File: src/hdl/glwa_pkg.sv
`default_nettype none
package glwa_pkg;

    localparam logic [2:0] MODE_NONE    = 3'd0;
    localparam logic [2:0] MODE_LEFT    = 3'd1;
    localparam logic [2:0] MODE_RIGHT   = 3'd2;
    localparam logic [2:0] MODE_CENTER  = 3'd3;
    localparam logic [2:0] MODE_JUSTIFY = 3'd4;

    localparam logic [1:0] CFG_PARAGRAPH_WIDTH = 2'd0;
    localparam logic [1:0] CFG_SPACE_WIDTH     = 2'd1;
    localparam logic [1:0] CFG_ALIGN_MODE      = 2'd2;

    localparam int INDENT_LIMIT  = 65535;
    localparam int SPACING_LIMIT = 131071;

    typedef enum logic [2:0] {
        S_IDLE,
        S_CHECK,
        S_ADD,
        S_START,
        S_DIV,
        S_FORM
    } t_state;

    typedef struct packed {
        logic latch_in;
        logic add_word;
        logic start_div;
        logic load_out;
        logic clear_line;
        logic para_last;
        logic last;
    } t_cmd;

    typedef struct packed {
        logic wrap;
        logic pend;
        logic justify;
        logic cnt_gt1;
        logic div_busy;
        logic out_free;
    } t_stat;

endpackage
`default_nettype wire

File: src/hdl/greedy_line_wrap_aligner.sv
// A word is latched and checked; if it closes the open line, that line is formed first.
// The word is then added, and a paragraph end forms its line too before the next request.
// A justified line of two or more words that does not end its paragraph first goes through the
// radix-2 divider, one quotient bit a cycle; output back-pressure holds a formed line off.
// A result is registered as its line is formed; the next request is taken while it waits.
// Reset (i_rst_n low, synchronous) clears the configuration, the controller state, the open line and the output valid.
`default_nettype none
module greedy_line_wrap_aligner
    import glwa_pkg::*;
#(
    parameter int MAX_LINE_WORDS = 1023,
    parameter int WIDTH_BITS     = 16
) (
    input  wire logic        i_clk,
    input  wire logic        i_rst_n,
    input  wire logic        i_cfg_valid,
    output logic             o_cfg_ready,
    input  wire logic [1:0]  i_cfg_index,
    input  wire logic [15:0] i_cfg_data,
    input  wire logic        i_s_axis_tvalid,
    output logic             o_s_axis_tready,
    input  wire logic [15:0] i_s_axis_tdata,   // word_width
    input  wire logic        i_s_axis_tlast,   // paragraph_end
    output logic             o_m_axis_tvalid,
    input  wire logic        i_m_axis_tready,
    output logic [47:0]      o_m_axis_tdata,   // line_indent, word_spacing, line_words, zero pad
    output logic             o_m_axis_tuser,   // paragraph_last
    output logic             o_m_axis_tlast    // last
);

    t_cmd        cmd;
    t_stat       stat;
    logic [16:0] line_indent;
    logic [16:0] word_spacing;
    logic [9:0]  line_words;

    assign o_cfg_ready = 1'b1;

    glwa_ctrl u_ctrl (
        .i_clk      (i_clk),
        .i_rst_n    (i_rst_n),
        .i_in_valid (i_s_axis_tvalid),
        .o_in_ready (o_s_axis_tready),
        .i_stat     (stat),
        .o_cmd      (cmd)
    );

    glwa_dp #(
        .MAX_LINE_WORDS(MAX_LINE_WORDS),
        .WIDTH_BITS    (WIDTH_BITS)
    ) u_dp (
        .i_clk            (i_clk),
        .i_rst_n          (i_rst_n),
        .i_cfg_we         (i_cfg_valid),
        .i_cfg_index      (i_cfg_index),
        .i_cfg_data       (i_cfg_data),
        .i_word_width     (i_s_axis_tdata),
        .i_paragraph_end  (i_s_axis_tlast),
        .i_cmd            (cmd),
        .o_stat           (stat),
        .i_out_ready      (i_m_axis_tready),
        .o_out_valid      (o_m_axis_tvalid),
        .o_line_indent    (line_indent),
        .o_word_spacing   (word_spacing),
        .o_line_words     (line_words),
        .o_paragraph_last (o_m_axis_tuser),
        .o_last           (o_m_axis_tlast)
    );

    assign o_m_axis_tdata = {4'b0000, line_words, word_spacing, line_indent};

endmodule
`default_nettype wire

File: src/hdl/glwa_div.sv
`default_nettype none
module glwa_div #(
    parameter int NW = 20,
    parameter int DW = 10
) (
    input  wire logic          i_clk,
    input  wire logic          i_rst_n,
    input  wire logic          i_start,
    input  wire logic [NW-1:0] i_dividend,
    input  wire logic [DW-1:0] i_divisor,
    output logic               o_busy,
    output logic [NW-1:0]      o_quot
);

    localparam int KW = $clog2(NW + 1);

    logic [NW-1:0] r_quot, n_quot;
    logic [DW-1:0] r_rem, n_rem;
    logic [DW-1:0] r_div;
    logic [KW-1:0] r_cnt, n_cnt;
    logic          r_busy, n_busy;
    logic [DW:0]   trial;
    logic [DW:0]   diff;

    always_comb begin
        trial  = {r_rem, r_quot[NW-1]};
        diff   = trial - {1'b0, r_div};
        n_quot = r_quot;
        n_rem  = r_rem;
        n_cnt  = r_cnt;
        n_busy = r_busy;
        if (i_start) begin
            n_quot = i_dividend;
            n_rem  = '0;
            n_cnt  = KW'(NW);
            n_busy = 1'b1;
        end else if (r_busy) begin
            if (trial >= {1'b0, r_div}) begin
                n_rem  = diff[DW-1:0];
                n_quot = {r_quot[NW-2:0], 1'b1};
            end else begin
                n_rem  = trial[DW-1:0];
                n_quot = {r_quot[NW-2:0], 1'b0};
            end
            n_cnt = r_cnt - 1'b1;
            if (r_cnt == KW'(1)) begin
                n_busy = 1'b0;
            end
        end
    end

    always_ff @(posedge i_clk) begin
        if (!i_rst_n) begin
            r_busy <= 1'b0;
            r_cnt  <= '0;
        end else begin
            r_busy <= n_busy;
            r_cnt  <= n_cnt;
        end
        r_quot <= n_quot;
        r_rem  <= n_rem;
        if (i_start) begin
            r_div <= i_divisor;
        end
    end

    assign o_busy = r_busy;
    assign o_quot = r_quot;

endmodule
`default_nettype wire

File: src/hdl/glwa_ctrl.sv
`default_nettype none
module glwa_ctrl
    import glwa_pkg::*;
(
    input  wire logic  i_clk,
    input  wire logic  i_rst_n,
    input  wire logic  i_in_valid,
    output logic       o_in_ready,
    input  wire t_stat i_stat,
    output t_cmd       o_cmd
);

    t_state r_state, n_state;
    logic   r_pl, n_pl;

    always_ff @(posedge i_clk) begin
        if (!i_rst_n) begin
            r_state <= S_IDLE;
            r_pl    <= 1'b0;
        end else begin
            r_state <= n_state;
            r_pl    <= n_pl;
        end
    end

    always_comb begin
        n_state    = r_state;
        n_pl       = r_pl;
        o_in_ready = 1'b0;
        o_cmd      = '0;
        o_cmd.para_last = r_pl;
        o_cmd.last      = r_pl | ~i_stat.pend;
        case (r_state)
            S_IDLE: begin
                o_in_ready = 1'b1;
                if (i_in_valid) begin
                    o_cmd.latch_in = 1'b1;
                    n_state = S_CHECK;
                end
            end
            S_CHECK: begin
                if (i_stat.wrap) begin
                    n_pl    = 1'b0;
                    n_state = S_START;
                end else begin
                    n_state = S_ADD;
                end
            end
            S_ADD: begin
                o_cmd.add_word = 1'b1;
                if (i_stat.pend) begin
                    n_pl    = 1'b1;
                    n_state = S_START;
                end else begin
                    n_state = S_IDLE;
                end
            end
            S_START: begin
                if (i_stat.justify && !r_pl && i_stat.cnt_gt1) begin
                    o_cmd.start_div = 1'b1;
                    n_state = S_DIV;
                end else begin
                    n_state = S_FORM;
                end
            end
            S_DIV: begin
                if (!i_stat.div_busy) begin
                    n_state = S_FORM;
                end
            end
            S_FORM: begin
                if (i_stat.out_free) begin
                    o_cmd.load_out   = 1'b1;
                    o_cmd.clear_line = 1'b1;
                    n_state = r_pl ? S_IDLE : S_ADD;
                end
            end
            default: begin
                n_state = S_IDLE;
            end
        endcase
    end

endmodule
`default_nettype wire

File: src/hdl/glwa_dp.sv
`default_nettype none
module glwa_dp
    import glwa_pkg::*;
#(
    parameter int MAX_LINE_WORDS = 1023,
    parameter int WIDTH_BITS     = 16
) (
    input  wire logic        i_clk,
    input  wire logic        i_rst_n,
    input  wire logic        i_cfg_we,
    input  wire logic [1:0]  i_cfg_index,
    input  wire logic [15:0] i_cfg_data,
    input  wire logic [15:0] i_word_width,
    input  wire logic        i_paragraph_end,
    input  wire t_cmd        i_cmd,
    output t_stat            o_stat,
    input  wire logic        i_out_ready,
    output logic             o_out_valid,
    output logic [16:0]      o_line_indent,
    output logic [16:0]      o_word_spacing,
    output logic [9:0]       o_line_words,
    output logic             o_paragraph_last,
    output logic             o_last
);

    localparam int CW   = $clog2(MAX_LINE_WORDS + 1);
    localparam int OW   = WIDTH_BITS + 4;
    localparam int LW   = (OW > 16) ? OW : 16;
    localparam int SUMW = LW + 2;
    localparam logic [OW-1:0] WMAX = {OW{1'b1}};
    localparam logic [CW-1:0] CNT_MAX = CW'(MAX_LINE_WORDS);
    localparam logic signed [LW+1:0] IND_HI = (LW+2)'(INDENT_LIMIT);
    localparam logic signed [LW+1:0] SPC_HI = (LW+2)'(SPACING_LIMIT);

    logic [15:0]   r_pw, r_sw;
    logic [2:0]    r_mode;
    logic [15:0]   r_w;
    logic          r_pend;
    logic [OW-1:0] r_olw;
    logic [CW-1:0] r_cnt;
    logic          r_neg;
    logic          r_out_valid;
    logic [16:0]   r_indent, r_spacing;
    logic [9:0]    r_words;
    logic          r_plast, r_last;

    logic [SUMW-1:0]        sum;
    logic                   wraps;
    logic signed [LW:0]     slack;
    logic signed [LW:0]     slack_adj;
    logic [LW-1:0]          mag;
    logic                   div_busy;
    logic [LW-1:0]          quot;
    logic signed [LW+1:0]   qs;
    logic signed [LW+1:0]   spc_j;
    logic signed [LW+1:0]   ind;
    logic signed [LW+1:0]   ind_c;
    logic signed [LW+1:0]   spc;
    logic signed [LW+1:0]   spc_c;
    logic [CW-1:0]          cnt_m1;

    always_comb begin
        if (r_cnt == '0) begin
            sum = SUMW'(r_w);
        end else begin
            sum = SUMW'(r_olw) + SUMW'(r_sw) + SUMW'(r_w);
        end
        wraps = r_mode inside {[MODE_LEFT:MODE_JUSTIFY]};
    end

    assign slack     = $signed((LW+1)'(r_pw)) - $signed((LW+1)'(r_olw));
    assign mag       = slack[LW] ? LW'(-slack) : slack[LW-1:0];
    assign slack_adj = slack + $signed({{LW{1'b0}}, slack[LW]});
    assign cnt_m1    = r_cnt - 1'b1;

    glwa_div #(
        .NW(LW),
        .DW(CW)
    ) u_div (
        .i_clk      (i_clk),
        .i_rst_n    (i_rst_n),
        .i_start    (i_cmd.start_div),
        .i_dividend (mag),
        .i_divisor  (cnt_m1),
        .o_busy     (div_busy),
        .o_quot     (quot)
    );

    always_comb begin
        qs    = r_neg ? -$signed({2'b00, quot}) : $signed({2'b00, quot});
        spc_j = $signed((LW+2)'(r_sw)) + qs;
        ind   = '0;
        spc   = $signed((LW+2)'(r_sw));
        case (r_mode)
            MODE_RIGHT: begin
                ind = (LW+2)'(slack);
            end
            MODE_CENTER: begin
                ind = (LW+2)'(slack_adj >>> 1);
            end
            MODE_JUSTIFY: begin
                if (!i_cmd.para_last) begin
                    spc = (r_cnt > CW'(1)) ? spc_j : '0;
                end
            end
            default: begin
                ind = '0;
            end
        endcase
        if (ind > IND_HI) begin
            ind_c = IND_HI;
        end else if (ind < -IND_HI) begin
            ind_c = -IND_HI;
        end else begin
            ind_c = ind;
        end
        if (spc > SPC_HI) begin
            spc_c = SPC_HI;
        end else if (spc < 0) begin
            spc_c = '0;
        end else begin
            spc_c = spc;
        end
    end

    always_ff @(posedge i_clk) begin
        if (!i_rst_n) begin
            r_pw        <= '0;
            r_sw        <= '0;
            r_mode      <= MODE_NONE;
            r_olw       <= '0;
            r_cnt       <= '0;
            r_out_valid <= 1'b0;
        end else begin
            if (i_cfg_we) begin
                case (i_cfg_index)
                    CFG_PARAGRAPH_WIDTH: r_pw   <= i_cfg_data;
                    CFG_SPACE_WIDTH:     r_sw   <= i_cfg_data;
                    CFG_ALIGN_MODE:      r_mode <= i_cfg_data[2:0];
                    default: begin
                    end
                endcase
            end
            if (i_cmd.clear_line) begin
                r_olw <= '0;
                r_cnt <= '0;
            end else if (i_cmd.add_word) begin
                r_olw <= (sum > SUMW'(WMAX)) ? WMAX : sum[OW-1:0];
                if (r_cnt < CNT_MAX) begin
                    r_cnt <= r_cnt + 1'b1;
                end
            end
            if (i_cmd.load_out) begin
                r_out_valid <= 1'b1;
            end else if (i_out_ready) begin
                r_out_valid <= 1'b0;
            end
        end
        if (i_cmd.latch_in) begin
            r_w    <= i_word_width;
            r_pend <= i_paragraph_end;
        end
        if (i_cmd.start_div) begin
            r_neg <= slack[LW];
        end
        if (i_cmd.load_out) begin
            r_indent  <= ind_c[16:0];
            r_spacing <= spc_c[16:0];
            r_words   <= 10'(32'(r_cnt));
            r_plast   <= i_cmd.para_last;
            r_last    <= i_cmd.last;
        end
    end

    always_comb begin
        o_stat.wrap     = wraps && (r_cnt != '0) && (sum > SUMW'(r_pw));
        o_stat.pend     = r_pend;
        o_stat.justify  = (r_mode == MODE_JUSTIFY);
        o_stat.cnt_gt1  = (r_cnt > CW'(1));
        o_stat.div_busy = div_busy;
        o_stat.out_free = !r_out_valid || i_out_ready;
    end

    assign o_out_valid      = r_out_valid;
    assign o_line_indent    = r_indent;
    assign o_word_spacing   = r_spacing;
    assign o_line_words     = r_words;
    assign o_paragraph_last = r_plast;
    assign o_last           = r_last;

endmodule
`default_nettype wire

File: config.mk
export PLATFORM = sky130hd
export DESIGN_NAME = greedy_line_wrap_aligner
export DESIGN_NICKNAME = d
export VERILOG_FILES = /design/src/hdl/glwa_pkg.sv /design/src/hdl/greedy_line_wrap_aligner.sv /design/src/hdl/glwa_div.sv /design/src/hdl/glwa_ctrl.sv /design/src/hdl/glwa_dp.sv
export SDC_FILE = /design/constraint.sdc
export NUM_CORES = 1
export LEC_CHECK = 0
export ABC_CLOCK_PERIOD_IN_PS = 5650
export BUFFER_PORTS_ARGS = -buffer_cell sky130_fd_sc_hd__buf_4
export CORE_AREA = 2 2 177 179
export CTS_CLUSTER_SIZE = 30
export DETAILED_ROUTE_END_ITERATION = 10
export DIE_AREA = 0 0 179 181
export SETUP_SLACK_MARGIN = 0.4
export SLEW_MARGIN = 20
export SYNTH_ARGS = -nofsm -noshare
export SYNTH_HDL_FRONTEND = slang
export SYNTH_SLANG_ARGS = --single-unit
File: constraint.sdc
create_clock -name i_clk -period 5.65 [get_ports i_clk]
set_clock_uncertainty 0.1 [all_clocks]
set_input_delay 0.565 -clock i_clk [delete_from_list [all_inputs] [get_ports i_clk]]
set_output_delay 0.565 -clock i_clk [all_outputs]
set_load 0.005 [all_outputs]
==> results of run 1 <==
==> cells by family (layout without fill, tap and decap cells) <==
group / count (synthesis) / count (layout) / synth area share, %
adder cells (fa/ha/maj): 106 / 106 / 10.1
buffers and inverters: 165 / 249 / 4.91
other: 2 / 5 / 0.0555
AO/OA/AOI/OAI: 455 / 455 / 23.3
AND/OR/NAND/NOR: 525 / 525 / 19.1
flip-flops: 180 / 180 / 33.6
multiplexers: 12 / 12 / 0.898
XOR/XNOR: 125 / 125 / 8.10
==> sequential cells by signal (all words and copies together), names as in the netlist, 3 cells and up <==
name	count
u_dp.r_sw	16
u_dp.r_pw	16
u_dp.r_cnt	10
u_ctrl.r_state	3
u_dp.o_line_words	10
u_dp.r_mode	3
u_dp.u_div.r_rem	10
u_dp.o_word_spacing	17
u_dp.u_div.o_quot	20
u_dp.r_olw	20
u_dp.o_line_indent	17
u_dp.u_div.r_cnt	5
u_dp.r_w	16
u_dp.u_div.r_div	10
==> metal layers <==
layer	wire length [um]	track usage, %	vias up
met5	0	0	-
met3	1920	3.77	43
met2	17600	37.8	283
met1	17000	31.6	5568
li1	-	-	5859
met4	643	5.76	0
==> critical path, stage by stage, from the launching register on <==
cell and delay, ps:
dfxtp_2 340, ha_2 170, inv_1 50, fa_2 340, nand2b_4 160, a21oi_4 200, nor3_4 60, nor2b_1 120
o21ai_1 70, nand2b_1 120, xor2_2 170, ha_1 260, a21o_1 170, a21oi_2 140, nand2_1 70, a311o_1 330
a31o_2 230, a21oi_2 170, o21bai_1 90, a21oi_1 170, xor2_1 210, o21ai_2 100, ha_1 300, nand4_1 90
or4_4 430, a21oi_2 120, nand4b_1 230, o2bb2ai_1 200
==> final timing paths <==
| kind | to | slack (ps) | cells after the start |
|---|---|---|---|
| setup / recovery | u_ctrl.r_state[0] | 280 | 27 |
| hold / removal | u_dp.r_w[13] | 180 | 1 |
| setup reg to reg | u_ctrl.r_state[0] | 280 | 27 |
| hold reg to reg | u_dp.u_div.r_rem[9] | 390 | 2 |
==> timing repair <==
item / 4_1_cts / 5_1_grt
pin swaps: 9 / 15
endpoints found under the setup margin: 2 / 18
hold endpoints to repair: 0 / 0
buffers inserted: 7 / 7
gates resized for setup: 14 / 16
==> stage by stage <==
step / setup slack, ps / TNS, ps / utilization [%]
2_1_floorplan: 667 / 0 / -
3_3_place_gp: 148 / 0 / 48.0
3_5_place_dp: -14.7 / -14.7 / 48.0
4_1_cts: 347 / 0 / 50.3
5_1_grt: 21.5 / 0 / 50.7
6_report: 276 / 0 / 50.7
==> cells in the mapped netlist (9+ instances only) <==
master    count  share of area (%)
a21oi_1      93                3.4
a21o_1       39                2.2
and2_1       14               0.65
o221a_2      19                1.6
nor2_1      106                2.9
inv_1        87                2.4
xor2_1       35                2.3
ha_1        101                9.3
o21ai_0      86                3.2
mux2i_1      11               0.81
o31ai_1      11               0.61
o211ai_1     11               0.61
or3_1        13               0.60
nand4_1      19               0.88
nor3_1       30                1.1
o21a_1       14               0.78
nand2b_1     19               0.88
a31oi_1      12               0.56
nor2b_1      24                1.1
dfxtp_1      86                 13
clkbuf_1     59                1.6
a211oi_1     36                2.0
and3_1       14               0.65
nand3_1      33                1.2
nand2_1     193                5.4
a21boi_0     46                2.6
xnor2_1      90                5.8
edfxtp_1     94                 21
buf_2         9               0.33
==> power breakdown <==
part           switching [mW]  internal, mW
logic                   0.980         0.608
registers              0.0513          1.43
clock network           0.613         0.609
==> area by class of cell <==
type	count	area [sq um]	area share [%]
Multi-Input combinational cell	1228	8450	54.9
Clock inverter	14	159	1.03
Tap cell	396	495	3.22
Clock buffer	18	439	2.85
Timing Repair Buffer	130	976	6.34
Sequential cell	180	4550	29.5
Inverter	87	327	2.12
==> flow_metrics.tcl, run 1 <==
set metrics [dict create \
    drt_first_pass_iters 5 \
    syn_avg_cell_area_sq_um 8.61 \
    power_density_nw_per_um2 279 \
    p_leak_nw 6.15 \
    placedCellCount 2007 \
    initial_core_util_pct 44.6 \
    grt-ovfl-total 0 \
    final_cells 2053 \
    dpl_cell_area_sq_um 14600 \
    cp.required_ps 5890 \
    finalHoldViolCount 0 \
    tightest_slew_ps 1070 \
    grt_setup_unrepaired "true" \
    cts_hold_buf 0 \
    ant_nets 0 \
    status "finished, final reports clean" \
    arrival_ps 5610 \
    clock_path_buffers 2 \
    nets 1790 \
    netlist_area_sq_um 13500 \
    insertion_delay_ps 460 \
    worstSetupPathType "register to register" \
    cts_tree "done" \
    clock_sinks 180 \
    ys_ff_latch 180 \
    synth-async-reset-ratio_pct 0 \
    antenna_found_initial 1 \
    wl_mm 37.2 \
    setup_viol 0 \
    max_slew_margin_pct 27.1 \
    row_count 64 \
    min_period_ps 5370 \
    yosysWarnings 0 \
    final_cell_mix "nand2_1, buf_4, nor2_1" \
    p_total_mw 4.29 \
    ios 93 \
    fmax_ghz 0.186 \
    synth.distinct_cells 93 \
    r2r_start "u_dp.r_olw[0]" \
    ir_drop_mv 0.232 \
    startpoint_type "register" \
    grtUsageTotal_pct 23.1 \
    routedWlPerCell_um 18.1 \
    globalplace.congestion 0.913 \
    areaGrowthSynthToFinish_pct 13.8 \
    synth_edf_count 94 \
    drive_gt1_share_pct 14.2 \
    final.fill_count 2921 \
    chipHeight_um 181 \
    core_sq_um 30300 \
    final_area_sq_um 15400 \
    synth_seq_area_share_pct 33.6 \
    drc 0 \
    vias 11800 \
    drv_slew 0 \
    critPathMaxFanout 3 \
    syn_inst 1570 \
    cts_root_buffer "clkbuf_16" \
    die_w_um 179 \
    min_from "i_s_axis_tdata[13]" \
    dieArea_sq_um 32400 \
    layout_commonest_cell "nand2_1" \
    drt_iter0_markers 804 \
    critical_path.startpoint "u_dp.r_olw[0]" \
    ys.flop_type "edfxtp_1" \
    grt_pass1_wl_mm 58.2 \
    hp-class "input port to register" \
    cts_buffers 17 \
    grt_max_degree 48 \
    drv_cap 0 \
    place_hpwl_mm 28.2 \
    end_kind "register" \
    clk_pin_slew_worst_paths_ps 80 \
    port-buffer-count 87 \
    htree_levels 4 \
    via_per_inst 5.72 \
    holdWs_ps 177 \
    antenna_cells 0 \
    first_global_vias 10800 \
    period_share_pct 95.1 \
]
Power figures use the tool's default switching activity.
==> run 2: changes to the inputs <==
--- a/config.mk
+++ b/config.mk
@@ -13,2 +13,3 @@
 export DIE_AREA = 0 0 179 181
+export RECOVER_POWER = 100
 export SETUP_SLACK_MARGIN = 0.4
--- a/constraint.sdc
+++ b/constraint.sdc
@@ -4,2 +4,2 @@
 set_output_delay 0.565 -clock i_clk [all_outputs]
-set_load 0.005 [all_outputs]
+set_load 0.02 [all_outputs]
==> run 2 against run 1 <==
  * First-iteration DRC count is 14% higher
  * Largest power group unchanged
  * Critical endpoint unchanged
  * The run now ends with max-capacitance violations, max-slew violations left
  * Critical path depth unchanged
  * Combinational power hardly changed
==> flow_metrics.tcl, run 2 (synthesized netlist as in run 1, its figures left out) <==
set metrics [dict create \
    critPathMaxFanout 3 \
    htree_levels 4 \
    area.sequential_sq_um 4550 \
    slowest_delay_ps 430 \
    min_period_ps 5390 \
    fmax_ghz 0.185 \
    ir_drop_mv 0.232 \
    row_count 64 \
    cts_hold_buf 0 \
    cpMaxStageDelayCell "or4_4" \
    p_leak_nw 5.94 \
    insertion_delay_ps 460 \
    port-buffer-count 87 \
    grt_max_degree 48 \
    grt_setup_unrepaired "true" \
    power_density_nw_per_um2 282 \
    initial_core_util_pct 44.6 \
    arrival_ps 5630 \
    core_sq_um 30300 \
    ant_nets 0 \
    finalHoldViolCount 0 \
    drt_first_pass_iters 5 \
    status "finished with violations" \
    cts_buffers 17 \
    hp-class "input port to register" \
    final_cell_mix "nand2_1, nor2_1, ha_1" \
    grt-ovfl-total 0 \
    clock_sinks 180 \
    clk_pin_slew_worst_paths_ps 80 \
    clock_path_buffers 2 \
    period_share_pct 95.4 \
    via_per_inst 5.73 \
    violations "max-capacitance violations, max-slew violations" \
    wl_mm 37.3 \
    setup_ws_ps 259 \
    drc 0 \
    setup_viol 0 \
    r2r_cells 27 \
    place_hpwl_mm 28.2 \
    antenna_cells 0 \
    routedWlPerCell_um 18.2 \
    startpoint_type "register" \
    grtUsageTotal_pct 23.1 \
    cts_root_buffer "clkbuf_16" \
    die_w_um 179 \
    end_kind "register" \
    multiInputGateArea_sq_um 8430 \
    areaGrowthSynthToFinish_pct 12.1 \
    globalplace.congestion 0.913 \
    antenna_found_initial 1 \
    layout_commonest_cell "nand2_1" \
    final.fill_count 2974 \
    tightest_slew_ps 2750 \
    max_slew_margin_pct -83.2 \
    first_global_vias 10800 \
    cp.required_ps 5890 \
    vias 11800 \
    drv_slew 92 \
    holdWs_ps 199 \
    chipHeight_um 181 \
    nets 1790 \
    drive_gt1_share_pct 10.6 \
    grt_pass1_wl_mm 58.2 \
    dieArea_sq_um 32400 \
    ios 93 \
    worstSetupPathType "register to register" \
    drt_iter0_markers 917 \
    cts_tree "done" \
    drv_cap 2 \
    whs_path_depth 1 \
    place_ws_ps -14.7 \
]
-- run 2: final cells by class --
type	count	area share (%)
tap	396	3.27
sequential	180	30.0
inverter	87	2.15
multi-input combinational	1228	55.6
clock inverter	14	1.05
timing repair buffer	130	5.06
clock buffer	18	2.90
-- run 2: path summary, 6_finish.rpt --
kind                                           from             endpoint  slack [ps]
worst max register to register        u_dp.r_olw[0]    u_ctrl.r_state[0]         260
worst min-delay path             i_s_axis_tdata[13]         u_dp.r_w[13]         200
worst max-delay path                  u_dp.r_olw[0]    u_ctrl.r_state[0]         260
worst min register to register  u_dp.u_div.r_rem[9]  u_dp.u_div.r_rem[9]         390
-- run 2: timing repair --
action / CTS / global route
pin swaps: 9 / 15
endpoints found under the setup margin: 2 / 18
setup buffers: 7 / 7
resized for setup: 14 / 16
-- run 2: metrics by stage --
stage	std cells	utilization [%]	setup TNS, ps	total power [mW]	cell area [sq um]
floorplan	1573	-	0	2.62	13500
global route	2053	50.0	0	4.50	15200
global placement	2007	48.0	0	3.02	14600
CTS	2046	50.3	0	4.28	15300
detailed placement	2007	48.0	-14.7	3.04	14600
finish	2053	50.0	0	4.28	15200
-- run 2: per-layer routing --
layer  GRT usage [%]  share of wire (%)  vias to the layer above
met4            5.76                1.9                        0
met1            31.6                 46                     5588
met3            3.77                4.7                       50
met2            37.8                 47                      280
li1                -                  -                     5853
met5               0                  0                        -
-- run 2: where the power goes --
part | total, mW | leakage (nW) | switching [mW] | internal, mW
clock network | 1.22 | 0.292 | 0.611 | 0.609
registers | 1.48 | 1.57 | 0.0516 | 1.43
logic | 1.58 | 4.08 | 0.985 | 0.597
-- run 2: critical path, delay by kind of cell (launching register included) --
kind                     cells  cell delay, ps
AO/OA/AOI/OAI               12            2010
flip-flops                   1             340
buffers and inverters        1              60
adder cells (fa/ha/maj)      4            1060
AND/OR/NAND/NOR              8            1290
XOR/XNOR                     2             380
==> run 3: changes to the inputs <==
Settings changed: CORE_AREA 2 2 177 179 to 2 2 151 153, DIE_AREA 0 0 179 181 to 0 0 153 155, PLACE_DENSITY set to 0.81.
==> run 3 against run 2 <==
  * The run still ends with max-capacitance violations, max-slew violations left
  * Final cell count shrank 6.0%
  * Via count up 2.5%
  * Global-route usage is 6.7 points higher
  * Critical path depth fell by 11
  * Combinational power barely moved
  * Register-to-register slack worse by 40 ps
  * Sequential share of layout area up 0.45 points
  * Flip-flop and latch count did not move
  * Cell area fell by 1.5%
  * Die area shrank 27%
  * Clock power increased by 4%
==> flow_metrics.tcl, run 3 (synthesized netlist as in run 1, its figures left out) <==
set metrics [dict create \
    arrival_ps 5500 \
    final_cell_mix "nand2_1, nor2_1, ha_1" \
    path_delay_family "compound AO/OA/AOI/OAI gates" \
    grt-ovfl-total 0 \
    finalHoldViolCount 0 \
    tightest_slew_ps 2560 \
    drc 0 \
    p_leak_nw 5.89 \
    ios 93 \
    clock_sinks 180 \
    clk_pin_slew_worst_paths_ps 80 \
    dpl_cell_area_sq_um 14400 \
    grt_pass1_wl_mm 56.7 \
    drive_gt1_share_pct 9.67 \
    top_layer_used "met5" \
    clock_path_buffers 2 \
    p_seq_share_pct 34.4 \
    routedWlPerCell_um 18.7 \
    core_sq_um 22200 \
    htree_levels 4 \
    r2r_start "u_dp.r_olw[0]" \
    violations "max-capacitance violations, max-slew violations" \
    ir_drop_mv 0.222 \
    r2r-end "u_dp.o_line_indent[6]" \
    power.switching_mw 1.64 \
    cp.required_ps 5720 \
    worstSetupPathType "register to register" \
    slowest_delay_ps 770 \
    final.fill_count 1842 \
    drt_iter0_markers 984 \
    min_period_ps 5430 \
    setup_ws_ps 224 \
    vias 12100 \
    path_depth 16 \
    crit_buf_inv 3 \
    areaGrowthSynthToFinish_pct 10.5 \
    power_density_nw_per_um2 288 \
    wl_met3_mm 2.68 \
    switching_share_pct 38.2 \
    r2r_cells 16 \
    final_area_sq_um 14900 \
    die_w_um 153 \
    cts_buffers 17 \
    critical_path.startpoint "u_dp.r_olw[0]" \
    initial_core_util_pct 60.8 \
    via_per_inst 6.25 \
    max_slew_margin_pct -70.5 \
    antenna_found_initial 1 \
    antenna_cells 0 \
    pwr-share-clk_pct 29.5 \
    drv_cap 2 \
    fmax_ghz 0.184 \
    internal-power_mw 2.66 \
    grtUsageTotal_pct 29.8 \
    cts_root_buffer "clkbuf_16" \
    startpoint_type "register" \
    wl_mm 36.1 \
    cpMaxStageDelayCell "or4_1" \
    grt_max_degree 47 \
    dieArea_sq_um 23700 \
    p_total_mw 4.30 \
    whs_path_depth 1 \
    routed-wl-met2_mm 17.2 \
    grt_setup_unrepaired "true" \
    end_kind "register" \
    setup_viol 0 \
    insertion_delay_ps 440 \
    first_global_vias 11100 \
    status "finished with violations" \
    cts_tree "done" \
    crit_path_end "u_dp.o_line_indent[6]" \
    reg2reg_setup_slack_ps 220 \
    ant_nets 0 \
    final_util_pct 67.2 \
    hp-class "input port to register" \
    drt_first_pass_iters 5 \
    layout_commonest_cell "nand2_1" \
    pwr-share-comb_pct 36.0 \
    place_hpwl_mm 26.6 \
    row_count 55 \
    chipHeight_um 155 \
    fin_tns_setup_ps 0 \
    drv_slew 66 \
    wl_met1_mm 15.1 \
    period_share_pct 96.0 \
    cp_cell_sequence "buf_4, ha_1, inv_1, fa_1, a21o_1, a221o_1, nand3_1, a21oi_1, clkbuf_1, or4_1, or2_2, a32oi_1, o211ai_1, nor4bb_1, o2111a_1, a211oi_1" \
    critPathMaxFanout 20 \
    port-buffer-count 87 \
    place_ws_ps 77.6 \
    nets 1778 \
    globalplace.congestion 0.982 \
]
-- run 3: cell types whose count changed in the layout (fill, tap and decap cells not counted), sizes merged --
| cell | before | now |
|---|---|---|
| buf | 55 | 46 |
| clkinvlp | 1 | 0 |
| inv | 96 | 93 |
| clkbuf | 93 | 89 |
| clkinv | 4 | 8 |
| bufinv | 0 | 1 |
-- run 3: metrics by stage --
step / cells / hold slack [ps]
finish: 1930 / 214
global route: 1930 / 198
CTS: 1924 / 179
detailed placement: 1891 / 372
global placement: 1891 / 357
floorplan: 1573 / 306
-- run 3: worst min-delay path by stage --
stage,start,endpoint,slack [ps]
global placement,u_dp.u_div.r_rem[9],u_dp.u_div.r_rem[9],360
CTS,i_s_axis_tdata[0],u_dp.r_w[0],180
detailed placement,u_dp.u_div.r_rem[9],u_dp.u_div.r_rem[9],370
finish,i_s_axis_tdata[0],u_dp.r_w[0],210
global route,i_s_axis_tdata[7],u_dp.r_w[7],200
floorplan,u_dp.r_cnt[2],u_dp.o_line_words[2],310
-- run 3: worst register-to-register path, delay by kind of cell, from the launching register on --
family                     cells  cell delay [ps]
DFF                            1              360
adders and majority gates      2              620
and+or+nand+nor                4             1630
AOI/OAI and AO/OA              7             1880
buffers and inverters          3              570
-- run 3: what timing repair did --
| item | 4_1_cts | 5_1_grt |
|---|---|---|
| buffers inserted | 1 | 6 |
| resized for setup | 13 | 16 |
| pin swaps | 3 | 9 |
| cloned | 0 | 0 |
| setup endpoints to repair | 2 | 29 |
| hold buffers | 0 | 0 |
-- run 3: layer usage --
| layer | GRT usage, % | up-vias |
|---|---|---|
| met4 | 11.5 | 2 |
| met1 | 38.5 | 5687 |
| li1 | - | 5833 |
| met5 | 0 | - |
| met2 | 50.0 | 455 |
| met3 | 5.54 | 83 |
-- run 3: power by group through the flow --
stage	Clock (mW)	Combinational, mW	Sequential, mW
final	1.27	1.55	1.48
after global routing	1.33	1.68	1.49
after CTS	1.28	1.51	1.48
after detailed placement	0	1.49	1.51
after global placement	0	1.47	1.51
after floorplan	0	1.13	1.49
-- run 3: final cells by class --
cell class | count | area [sq um] | share of cell area (%)
multi-input combinational | 1228 | 8400 | 56.2
tap | 285 | 357 | 2.39
clock inverter | 15 | 203 | 1.36
sequential | 180 | 4550 | 30.4
clock buffer | 17 | 425 | 2.85
timing repair buffer | 118 | 681 | 4.55
inverter | 87 | 327 | 2.19
